**src/hw/rtl/cbm_ram.sv**
```systemverilog
// ----------------------------------------------------------------------------
// Codebook background model RAM
// Generic single-write, single-read memory with registered read data.
// ----------------------------------------------------------------------------
module cbm_ram #(
   parameter int WIDTH = 8,
   parameter int DEPTH = 16
) (
   input  logic                     clock,
   input  logic                     wr_en,
   input  logic [$clog2(DEPTH)-1:0] wr_addr,
   input  logic [WIDTH-1:0]         wr_data,
   input  logic [$clog2(DEPTH)-1:0] rd_addr,
   output logic [WIDTH-1:0]         rd_data
);

   logic [WIDTH-1:0] mem [DEPTH];
   logic [WIDTH-1:0] rd_data_ff;

   always_ff @(posedge clock) begin
      if (wr_en) begin
         mem[wr_addr] <= wr_data;
      end
      rd_data_ff <= mem[rd_addr];
   end

   assign rd_data = rd_data_ff;

endmodule

```
**config.mk**
```make
export PLATFORM = sky130hd
export DESIGN_NAME = cbm_ram
export DESIGN_NICKNAME = d
export VERILOG_FILES = /design/src/hw/rtl/cbm_ram.sv
export SDC_FILE = /design/constraint.sdc
export NUM_CORES = 1
export LEC_CHECK = 0
export BUFFER_PORTS_ARGS = -buffer_cell sky130_fd_sc_hd__buf_2
export CORE_MARGIN = 2
export CORE_UTILIZATION = 45
export DETAILED_ROUTE_END_ITERATION = 16
export PLACE_DENSITY = 0.74
export SYNTH_ARGS = -nofsm -noshare
export SYNTH_HDL_FRONTEND = slang
export SYNTH_SLANG_ARGS = --single-unit
```
**constraint.sdc**
```tcl
create_clock -name clock -period 1.8 [get_ports clock]
set_clock_uncertainty 0.05 [all_clocks]
set_input_delay 0.36 -clock clock [delete_from_list [all_inputs] [get_ports clock]]
set_output_delay 0.36 -clock clock [all_outputs]
set_load 0.01 [all_outputs]
```
======== Yosys cells after proc, flatten, opt, wreduce, memory -nomap -nowiden ========
Memories as Yosys holds them, arrays and structs flattened. A register that Yosys moved wholly into a read port is not among the register bits.
Cells that the tools add are included.
word-level totals
  output and inout bits ................... 8
  RAM bits ................................ 128
  memories ................................ 1
  bits in registers ....................... 0
  input port bits ......................... 18
cells by class
  muxes and demuxes ....................... 2
memory list
  memory  words  bits a word  rd ports  clocked after Yosys merged registers in  write ports  line  source
  mem     16     8            1         1                                        1            17    logic [WIDTH-1:0] mem [DEPTH];
operators by type and width
  kind              count
  1-bit 2-to-1 mux  2

======== Depth between registers and ports, before layout ========
Gate-level depths: netlist of run 1.
  word-level depth ........................ 2
  depth in mapped cells ................... 5
  depth with buffers taken out ............ 3

======== Worst setup path after synthesis of run 1 ========
OpenSTA, ideal clock, no wires.
  kind .................................... input to register
  from .................................... input wr_addr[2]
  to ...................................... memory mem[0][0] (enable)
  stages on the path ...................... 2
  setup slack ............................. -103 ps
  library setup time ...................... 383 ps
  data required time ...................... 1,367 ps
  data arrival time ....................... 1,470 ps
  path through ............................ or3b_2 > nor3_1
RTL lines
  element          line  source
  start, declared  11    input logic [$clog2(DEPTH)-1:0] wr_addr,
  end, declared    17
No word-level cell before the write port.

==> reports/results.tsv, run 1 <==
stage	metric	value	unit
logic_synthesis	async_reset_ff_share	0	%
routing	ant_nets	0	
timing	fin_crit	1.502	ns
timing	finalHoldViolCount	0	
clock_network	post_cts_buffers	0	
routing	drt_iter0_markers	230	
worst_setup_path	arrival	1.75	ns
logic_synthesis	ys_seq_elements	136	
placed_design	place_hpwl	6541	um
die	dieHeight	111.0	um
timing	fmax	665.9	MHz
logic_synthesis	synth_area_per_cell	22.48	sq um
die	coreArea	11270	sq um
routing	viasPerCell	5.564	
routing	drc_errors	0	
logic_synthesis	syn_inst	229	
final_layout	syn2layout_area_growth	20.30	%
worst_setup_path	criticalPathCategory	reg -> reg	
grt	grt.total_usage	18.13	%
die	start_util	45.67	%
worst_setup_path	crit_path_cell_trace	mux4_2 -> a22oi_1 -> buf_4 -> nand2_1	
min_path	hold_class	in -> reg	
job	maxCapViolations	0	
routing	dr.pass1.iters	4	
placed_design	placed_area	5648	sq um
worst_setup_path	crit_path_end_kind	register	
timing	final-max-slew-violation-count	0	
logic_synthesis	syn_nets	247	
clock_network	ctsHoldBuffers	0	
logic_synthesis	synth_flop_cell	edfxtp_1	
placed_design	io_buffer_count	25	
logic_synthesis	netlist_area	5147	sq um
clock_network	cts-htree-levels	4	
worst_setup_path	cp-start-kind	register	
timing	finalCritPeriodShare	83.43	%
die	boundaryPins	26	
grt	grt_pass1_vias	2715	
worst_setup_path	crit_fanout	1	
final_layout	fin_cells	450	
grt	grt_max_degree	23	
logic_synthesis	synth-edff-count	128	
placed_design	placed_cells	419	
logic_synthesis	synthTopCellsByArea	edfxtp_1, mux4_2, mux4_1	
power	total_power	7.089	mW
die	die_x	111.0	um
clock_network	cts.path.max_buffers	2	
routing	wire_per_inst	23.04	um
final_layout	fin_area	6192	sq um
timing	totalNegativeSetupSlack	0	ns
clock_network	tritoncts_num_sinks	136	
worst_setup_path	required	2.05	ns
worst_setup_path	crit_family	multiplexers	
power	worst_ir_drop_vdd	601.5	uV
clock_network	numCtsBuffers	17	
clock_network	worstSkewPairLatency	0.41	ns
logic_synthesis	yosysWarnings	0	
clock_network	root_buffer	clkbuf_16	
outcome	status	finished, final reports clean	
final_layout	drive_gt1_share	32.90	%
timing	relSlewSlack	70.82	%
worst_setup_path	crit_slowest_cell	mux4_2	
timing	hold_ws	0.2777	ns
clock_network	path_clk_slew	0.05	ns
clock_network	ctsResizeCount	0	
placed_design	routabilityCongestion	0.7774	
timing	rsz0062_at_grt	no	
timing	setup_viol_count_final	0	
final_layout	insertedDiodeCount	0	
worst_setup_path	worst-path-buf-inv	1	
final_layout	fillers	838	
grt	grt_first_pass_wirelength	15960	um
logic_synthesis	synth_cell_type_count	19	
power	pwr_density_cell	1145	nW/um^2
routing	vias	2504	
power	p_leak	2.130	nW
clock_network	cts_tree	yes	
final_layout	fin_nets	313	
die	dieArea	12310	sq um
final_layout	layout_common_cells	edfxtp_1, buf_4, buf_2	
final_layout	layout_commonest_cell	edfxtp_1	
routing	drt_wl_total	10370	um
worst_setup_path	critPathMaxStageDelay	0.49	ns
logic_synthesis	ys_seq_area_share	77.78	%
logic_synthesis	yosysTopAreaCellShare	74.67	%
grt	antenna_found_initial	0	
logic_synthesis	yosysTopAreaCell	edfxtp_1	
grt	grt_overflow_total	0	
die	rows	39	
timing	worst_pin_slew	0.4378	ns
-- Yosys cell counts, types with 3 or more instances --
library cell,instances
buf_6,3
nor2_1,13
dfxtp_1,8
buf_2,3
a22oi_1,16
nand2_1,9
nor3_1,4
edfxtp_1,128
mux4_2,18
clkdlybuf4s25_2,3
mux4_1,14
-- area by class of cell --
class                   instances  area (sq um)  share of cell area [%]
flip-flops and latches        136          4004                   64.66
multi-input cells              83          1062                   17.15
clock buffers                  20         436.7                   7.052
repair buffers                 57         402.9                   6.506
well taps                     143         178.9                   2.889
clock inverters                11         107.6                   1.738
-- flip-flops by register name (all words and copies together), names as in the netlist --
signal / flops
mem: 128
rd_data: 8
-- per-layer routing --
metal,GRT usage (%),part of all wire (%),up-vias
met1,23.64,40,1289
met3,4.647,6.6,12
met4,6.583,1.5,0
li1,-,-,1101
met5,0,0,-
met2,29.82,51,102
-- report_power, final --
group / switching [mW] / internal (mW)
Clock: 1.17 / 2.00
Combinational: 0.197 / 0.161
Sequential: 0.0220 / 3.54
-- logic make-up after synthesis --
group | count (synthesis) | share of synthesized area, %
DFF | 136 | 77.78
and+or+nand+nor | 35 | 3.184
muxes | 32 | 15.02
AOI/OAI and AO/OA | 16 | 2.334
buffers and inverters | 10 | 1.677
-- metrics by stage --
step	util [%]	worst slack, ns
detailed placement	50.11	-0.07074
finish	54.93	0.2983
global route	54.93	0.2511
global placement	50.11	-0.02861
floorplan	-	0.1239
CTS	54.93	0.2710
-- worst reg2reg max path, stage by stage (launching register included) --
cell	delay, ns
edfxtp_1	0.37
mux4_2	0.49
a22oi_1	0.26
buf_4	0.17
nand2_1	0.05
-- worst paths after layout --
| path | start | to | slack (ns) | depth (start not counted) |
|---|---|---|---|---|
| hold / removal | wr_data[5] | mem[5][5] | 0.28 | 1 |
| setup reg to reg | mem[3][4] | rd_data[4] | 0.30 | 4 |
| setup / recovery | mem[3][4] | rd_data[4] | 0.30 | 4 |
| hold reg to reg | mem[15][6] | rd_data[6] | 0.62 | 3 |
Note: power is estimated with default switching activity, not from simulation.
==> run 2: changes to the inputs <==
--- a/config.mk
+++ b/config.mk
@@ -9,7 +9,7 @@
 export CORE_MARGIN = 2
 export CORE_UTILIZATION = 45
 export DETAILED_ROUTE_END_ITERATION = 16
-export PLACE_DENSITY = 0.74
+export PLACE_DENSITY = 0.72
 export SYNTH_ARGS = -nofsm -noshare
 export SYNTH_HDL_FRONTEND = slang
 export SYNTH_SLANG_ARGS = --single-unit
==> constraint.sdc (replaced) <==
create_clock -name clock -period 1.5 [get_ports clock]
set_clock_uncertainty 0.05 [all_clocks]
set_input_delay 0.3 -clock clock [delete_from_list [all_inputs] [get_ports clock]]
set_output_delay 0.3 -clock clock [all_outputs]
set_load 0.01 [all_outputs]
==> run 2 against run 1 <==
Effect of this change:
- sequential share of layout area fell by 0.42 points
- die area did not move
- wire length fell by 1.5%
- total power rose by 23%
- core utilization rose by 0.36 points
- via count fell by 0.84%
- first-iteration DRC count rose by 19%
- critical endpoint unchanged
- largest power group unchanged
==> reports/results.tsv, run 2 (synthesis results as in run 1) <==
stage	metric	value	unit	change
clock_network	numCtsBuffers	17		unchanged
timing	finalCritPeriodShare	92.73	%	+9.3 points
routing	ant_nets	0		unchanged
die	start_util	45.67	%	unchanged
final_layout	postLayoutCoreUtil	55.29	%	+0.36 points
power	clkPwrFrac	46.1	%	+1.4 points
job	maxCapViolations	0		unchanged
final_layout	largest_reg_flops	128		unchanged
timing	rsz0062_at_grt	no		
final_layout	drive_gt1_share	35.41	%	+2.5 points
clock_network	path_clk_slew	0.06	ns	about the same
clock_network	cts-htree-levels	4		unchanged
die	dieHeight	111.0	um	unchanged
timing	worst_pin_slew	0.8240	ns	+0.3863 ns
placed_design	place_hpwl	6349	um	-2.9%
die	rows	39		unchanged
routing	wire_per_inst	22.81	um	-1.0%
timing	final-max-slew-violation-count	0		unchanged
routing	wl_met3	591	um	-14%
outcome	status	finished, final reports clean		
clock_network	tritoncts_num_sinks	136		unchanged
power	worst_ir_drop_vdd	711.4	uV	+18%
worst_setup_path	timing.rr.start	mem[3][4]		
worst_setup_path	crit_slowest_cell	mux4_2		
routing	wl_met1	4333	um	+3.6%
clock_network	cts.path.max_buffers	2		unchanged
routing	viasPerCell	5.542		-0.40%
clock_network	post_cts_buffers	0		unchanged
timing	finalHoldViolCount	0		unchanged
routing	drt_wl_total	10220	um	-1.5%
placed_design	pre_cts_ws	-0.2392	ns	-0.1685 ns
clock_network	worstSkewPairLatency	0.41	ns	about the same
min_path	hold_start	wr_data[4]		
worst_setup_path	r2r_slack	0.11	ns	-0.19 ns
worst_setup_path	r2r_cells	3		-1
worst_setup_path	crit_path_end_kind	register		
timing	fin_ws	0.1091	ns	-0.1892 ns
power	p_leak	2.149	nW	+0.88%
routing	drt_iter0_markers	274		+19%
power	p_seq_share	49.0	%	-1.3 points
grt	grt_overflow_total	0		unchanged
power	combPwrFrac	4.9	%	-0.2 points
worst_setup_path	required	1.75	ns	-0.30 ns
min_path	holdPathEnd	mem[3][4]		
clock_network	ctsResizeCount	0		unchanged
final_layout	layout_commonest_cell	edfxtp_1		
die	coreArea	11270	sq um	unchanged
clock_network	root_buffer	clkbuf_16		
timing	fin_crit	1.391	ns	-0.1108 ns
worst_setup_path	criticalPathCategory	reg -> reg		
timing	setup_viol_count_final	0		unchanged
clock_network	cts_tree	yes		
min_path	holdPathStages	1		unchanged
power	pwr_density_cell	1398	nW/um^2	+22%
routing	routed-wl-met2	5193	um	-2.7%
placed_design	placed_cells	416		-0.72%
power	p_sw	1.929	mW	+39%
routing	dr.pass1.iters	4		unchanged
worst_setup_path	crit_path_cell_trace	mux4_2 -> a22oi_1 -> nand2_1		
timing	hold_ws	0.2157	ns	-0.06197 ns
min_path	hold_class	in -> reg		
worst_setup_path	crit_fanout	1		unchanged
grt	grt_pass1_vias	2739		+0.88%
final_layout	syn2layout_area_growth	21.07	%	
routing	highest_layer	met4		
power	internal_power	6.786	mW	+19%
worst_setup_path	arrival	1.64	ns	-0.11 ns
clock_network	ctsHoldBuffers	0		unchanged
final_layout	layout_common_cells	edfxtp_1, buf_2, buf_4		
timing	fmax	719.0	MHz	+8.0%
power	switching_share	22.13	%	+2.6 points
final_layout	fin_nets	310		-0.96%
timing	relSlewSlack	44.95	%	-26 points
routing	vias	2483		-0.84%
grt	grt.total_usage	18.04	%	-0.096 points
final_layout	fin_cells	448		-0.44%
worst_setup_path	reg2reg_to	rd_data[4]		
grt	grt_first_pass_wirelength	15950	um	about the same
routing	drc_errors	0		unchanged
placed_design	routabilityCongestion	0.8005		+3.0%
timing	totalNegativeSetupSlack	0	ns	unchanged
placed_design	io_buffer_count	25		unchanged
grt	grt_max_degree	22		-4.3%
final_layout	insertedDiodeCount	0		unchanged
die	die_x	111.0	um	unchanged
die	dieArea	12310	sq um	unchanged
worst_setup_path	cp-start-kind	register		
final_layout	top_register	mem		
grt	antenna_found_initial	0		unchanged
worst_setup_path	critPathMaxStageDelay	0.48	ns	about the same
die	boundaryPins	26		unchanged
## run 2: cell types whose count changed in the layout (fill, tap and decap cells not counted), moves of 2 or more
cell      before  now
clkinv_1       4    0
nor3_1         3    1
nor3_2         1    3
inv_6          0    6
inv_8          0    2
clkbuf_1       3    0
buf_4         29   25
clkinv_4       0    2
## run 2: worst max-delay path, delay by kind of cell (launching register included)
| kind | cells | cell delay [ns] |
|---|---|---|
| AOI/OAI and AO/OA | 1 | 0.28 |
| muxes | 1 | 0.48 |
| and+or+nand+nor | 1 | 0.08 |
| DFF | 1 | 0.38 |
## run 2: per-layer routing
layer / up-vias / track usage, %
met1: 1280 / 24.31
met4: 0 / 7.333
li1: 1102 / -
met5: - / 0
met3: 8 / 4.593
met2: 93 / 28.43
## run 2: layout make-up
cell class	instances	area, sq um
Clock buffer	17	425.4
Clock inverter	15	158.9
Fill cell	836	5040
Multi-Input combinational cell	83	1072
Sequential cell	136	4004
Tap cell	143	178.9
Timing Repair Buffer	54	392.9
## run 2: stage by stage
stage                     total power [mW]  cell area, sq um
after floorplan                      4.574              5162
after detailed placement             4.779              5648
after CTS                            8.775              6232
after global routing                 8.976              6232
final                                8.715              6232
after global placement               4.765              5648
## run 2: worst max-delay path by stage
stage	start	to	slack [ns]	depth (start not counted)
2_1_floorplan	wr_addr[2]	mem[3][0]	-0.12	2
3_3_place_gp	rd_addr[0]	rd_data[5]	-0.22	5
3_5_place_dp	rd_addr[0]	rd_data[1]	-0.24	5
4_1_cts	mem[3][4]	rd_data[4]	0.11	3
5_1_grt	mem[1][5]	rd_data[5]	0.06	3
6_report	mem[3][4]	rd_data[4]	0.11	3
## run 2: power by group through the flow
stage | clock [mW] | sequential, mW | combinational, mW
finish | 4.02 | 4.27 | 0.425
global route | 4.24 | 4.28 | 0.461
CTS | 4.07 | 4.27 | 0.432
detailed placement | 0 | 4.35 | 0.425
global placement | 0 | 4.35 | 0.416
floorplan | 0 | 4.36 | 0.217
==> run 3: changes to the inputs <==
--- a/config.mk
+++ b/config.mk
@@ -5,11 +5,12 @@
 export SDC_FILE = /design/constraint.sdc
 export NUM_CORES = 1
 export LEC_CHECK = 0
+export ABC_AREA = 1
 export BUFFER_PORTS_ARGS = -buffer_cell sky130_fd_sc_hd__buf_2
 export CORE_MARGIN = 2
 export CORE_UTILIZATION = 45
 export DETAILED_ROUTE_END_ITERATION = 16
-export PLACE_DENSITY = 0.72
+export PLACE_DENSITY = 0.71
 export SYNTH_ARGS = -nofsm -noshare
 export SYNTH_HDL_FRONTEND = slang
 export SYNTH_SLANG_ARGS = --single-unit
==> run 3 against run 2 <==
Effect of this change:
- non-clock buffer count shrank 3
- register-to-register slack gained 0.33 ns
- core utilization shrank 1.6 points
- wire length grew 27%
- global-route usage grew 2.5 points
- via count grew 58%
- first-iteration DRC count grew 9.1%
- flip-flop and latch count is the same
- die area grew 12%
==> reports/results.tsv, run 3 <==
stage	metric	value	unit	change
clock_network	ctsResizeCount	0		unchanged
final_layout	drive_gt1_share	13.44	%	-22 points
grt	antenna_found_initial	0		unchanged
final_layout	layout_common_cells	nand2_1, edfxtp_1, inv_1		
logic_synthesis	yosysMostFrequentCell	nand2_1		
worst_setup_path	crit_path_end_kind	output port		
timing	final-max-slew-violation-count	0		unchanged
grt	grt_max_degree	46		+110%
clock_network	numCtsBuffers	17		unchanged
routing	viasPerCell	5.018		-9.5%
logic_synthesis	ys_seq_area_share	69.43	%	-8.4 points
grt	grt_pass1_vias	3851		+41%
placed_design	pre_cts_ws	0.06014	ns	+0.2993 ns
die	dieArea	13740	sq um	+12%
logic_synthesis	synth_cell_type_count	12		-7
timing	relSlewSlack	75.50	%	+31 points
routing	wl_met3	878	um	+49%
timing	worst_pin_slew	0.3675	ns	-0.4565 ns
worst_setup_path	required	1.15	ns	-0.60 ns
routing	ant_nets	0		unchanged
routing	vias	3924		+58%
timing	fin_crit	1.294	ns	-0.09658 ns
grt	grt.total_usage	20.56	%	+2.5 points
timing	finalHoldViolCount	0		unchanged
logic_synthesis	synth-edff-count	128		unchanged
timing	fin_ws	0.2057	ns	+0.09658 ns
worst_setup_path	r2r_slack	0.44	ns	+0.33 ns
die	start_util	45.88	%	+0.22 points
final_layout	top_register	mem		
worst_setup_path	critPathMaxStageDelay	0.37	ns	-0.11 ns
die	boundaryPins	26		unchanged
timing	rsz0062_at_grt	no		
timing	totalNegativeSetupSlack	0	ns	unchanged
clock_network	cts.path.max_buffers	2		unchanged
routing	dr.pass1.iters	5		+1
logic_synthesis	synthTopCellsByArea	edfxtp_1, nand2_1, nand3_1		
power	p_leak	2.942	nW	+37%
logic_synthesis	yosys-top-cells-count	nand2_1, edfxtp_1, inv_1		
logic_synthesis	async_reset_ff_share	0	%	unchanged
placed_design	routabilityCongestion	0.8558		+6.9%
grt	grt_overflow_total	0		unchanged
worst_setup_path	criticalPathCategory	reg -> out		
routing	wl_met1	5432	um	+25%
job	maxCapViolations	0		unchanged
timing	fmax	772.6	MHz	+7.5%
worst_setup_path	worst-path-buf-inv	1		+1
logic_synthesis	syn_nets	569		+130%
clock_network	root_buffer	clkbuf_16		
routing	routed-wl-met2	6353	um	+22%
timing	finalCritPeriodShare	86.29	%	-6.4 points
routing	wire_per_inst	16.57	um	-27%
final_layout	insertedDiodeCount	0		unchanged
placed_design	placed_area	6186	sq um	+9.5%
clock_network	post_cts_buffers	0		unchanged
final_layout	layout_commonest_cell	nand2_1		
logic_synthesis	yosysTopAreaCellShare	66.65	%	-8.0 points
clock_network	cts_tree	yes		
worst_setup_path	cp-start-kind	register		
die	coreArea	12570	sq um	+11%
routing	drc_errors	0		unchanged
routing	highest_layer	met4		
logic_synthesis	yosysTopAreaCell	edfxtp_1		
clock_network	ctsHoldBuffers	0		unchanged
power	worst_ir_drop_vdd	530.7	uV	-25%
final_layout	syn2layout_area_growth	17.03	%	
min_path	hold_class	in -> reg		
clock_network	tritoncts_num_sinks	136		unchanged
final_layout	postLayoutCoreUtil	53.70	%	-1.6 points
die	dieHeight	117.2	um	+5.6%
power	pwr_density_cell	1296	nW/um^2	-7.3%
routing	drt_wl_total	12960	um	+27%
clock_network	worstSkewPairLatency	0.42	ns	about the same
placed_design	place_hpwl	8033	um	+27%
timing	setup_viol_count_final	0		unchanged
placed_design	io_buffer_count	25		unchanged
clock_network	cts-htree-levels	4		unchanged
worst_setup_path	crit_family	flip-flops		
logic_synthesis	yosysWarnings	0		unchanged
worst_setup_path	crit_fanout	1		unchanged
logic_synthesis	ys_seq_elements	136		unchanged
final_layout	fin_area	6749	sq um	+8.3%
logic_synthesis	synth_flop_cell	edfxtp_1		
worst_setup_path	crit_slowest_cell	dfxtp_1		
final_layout	fillers	1035		+24%
final_layout	largest_reg_flops	128		unchanged
final_layout	fin_nets	615		+98%
logic_synthesis	syn_inst	551		+140%
routing	drt_iter0_markers	299		+9.1%
die	die_x	117.2	um	+5.6%
logic_synthesis	netlist_area	5767	sq um	+12%
logic_synthesis	synth_area_per_cell	10.47	sq um	-53%
outcome	status	finished, final reports clean		
clock_network	path_clk_slew	0.06	ns	about the same
die	rows	41		+5.1%
worst_setup_path	arrival	0.94	ns	-0.70 ns
worst_setup_path	crit_path_cell_trace	buf_2		
grt	grt_first_pass_wirelength	20000	um	+25%
-- run 3: through the flow --
step | power [mW] | instances | hold WS, ns
floorplan | 4.660 | 551 | 0.3489
global placement | 4.882 | 750 | 0.5946
detailed placement | 4.898 | 750 | 0.6049
CTS | 8.781 | 782 | 0.1883
global route | 9.008 | 782 | 0.1964
finish | 8.745 | 782 | 0.1918
-- run 3: layout make-up --
class                      count  area (sq um)  share of cell area (%)
clock inverter                14         133.9                   1.984
multi-input combinational    289          1214                   17.98
clock buffer                  18         429.2                   6.359
sequential                   136          4004                   59.33
inverter                     102         382.9                   5.673
timing repair buffer          51         370.4                   5.488
tap                          172         215.2                   3.189
-- run 3: cells by family after synthesis --
logic type | synth area share, %
flip-flops | 69.43
buffers and inverters | 9.525
AND/OR/NAND/NOR | 21.05
-- run 3: report_power, final --
group          internal (mW)  total, mW  leakage (nW)  switching, mW
logic                  0.171      0.548          1.44          0.377
registers               4.25       4.28          1.22         0.0277
clock network           2.42       3.92         0.274           1.50
-- run 3: worst paths after layout --
path,start,to,cells past startpoint
hold reg to reg,mem[11][6],rd_data[6],6
setup / recovery,rd_data[4],rd_data[4],1
hold / removal,rd_addr[3],rd_data[6],3
setup reg to reg,mem[13][4],rd_data[4],6
-- run 3: routing by layer --
layer / GRT usage, % / vias to the layer above
met5: 0 / -
met2: 32.99 / 162
met4: 9.020 / 0
li1: - / 1864
met3: 5.613 / 20
met1: 26.38 / 1878
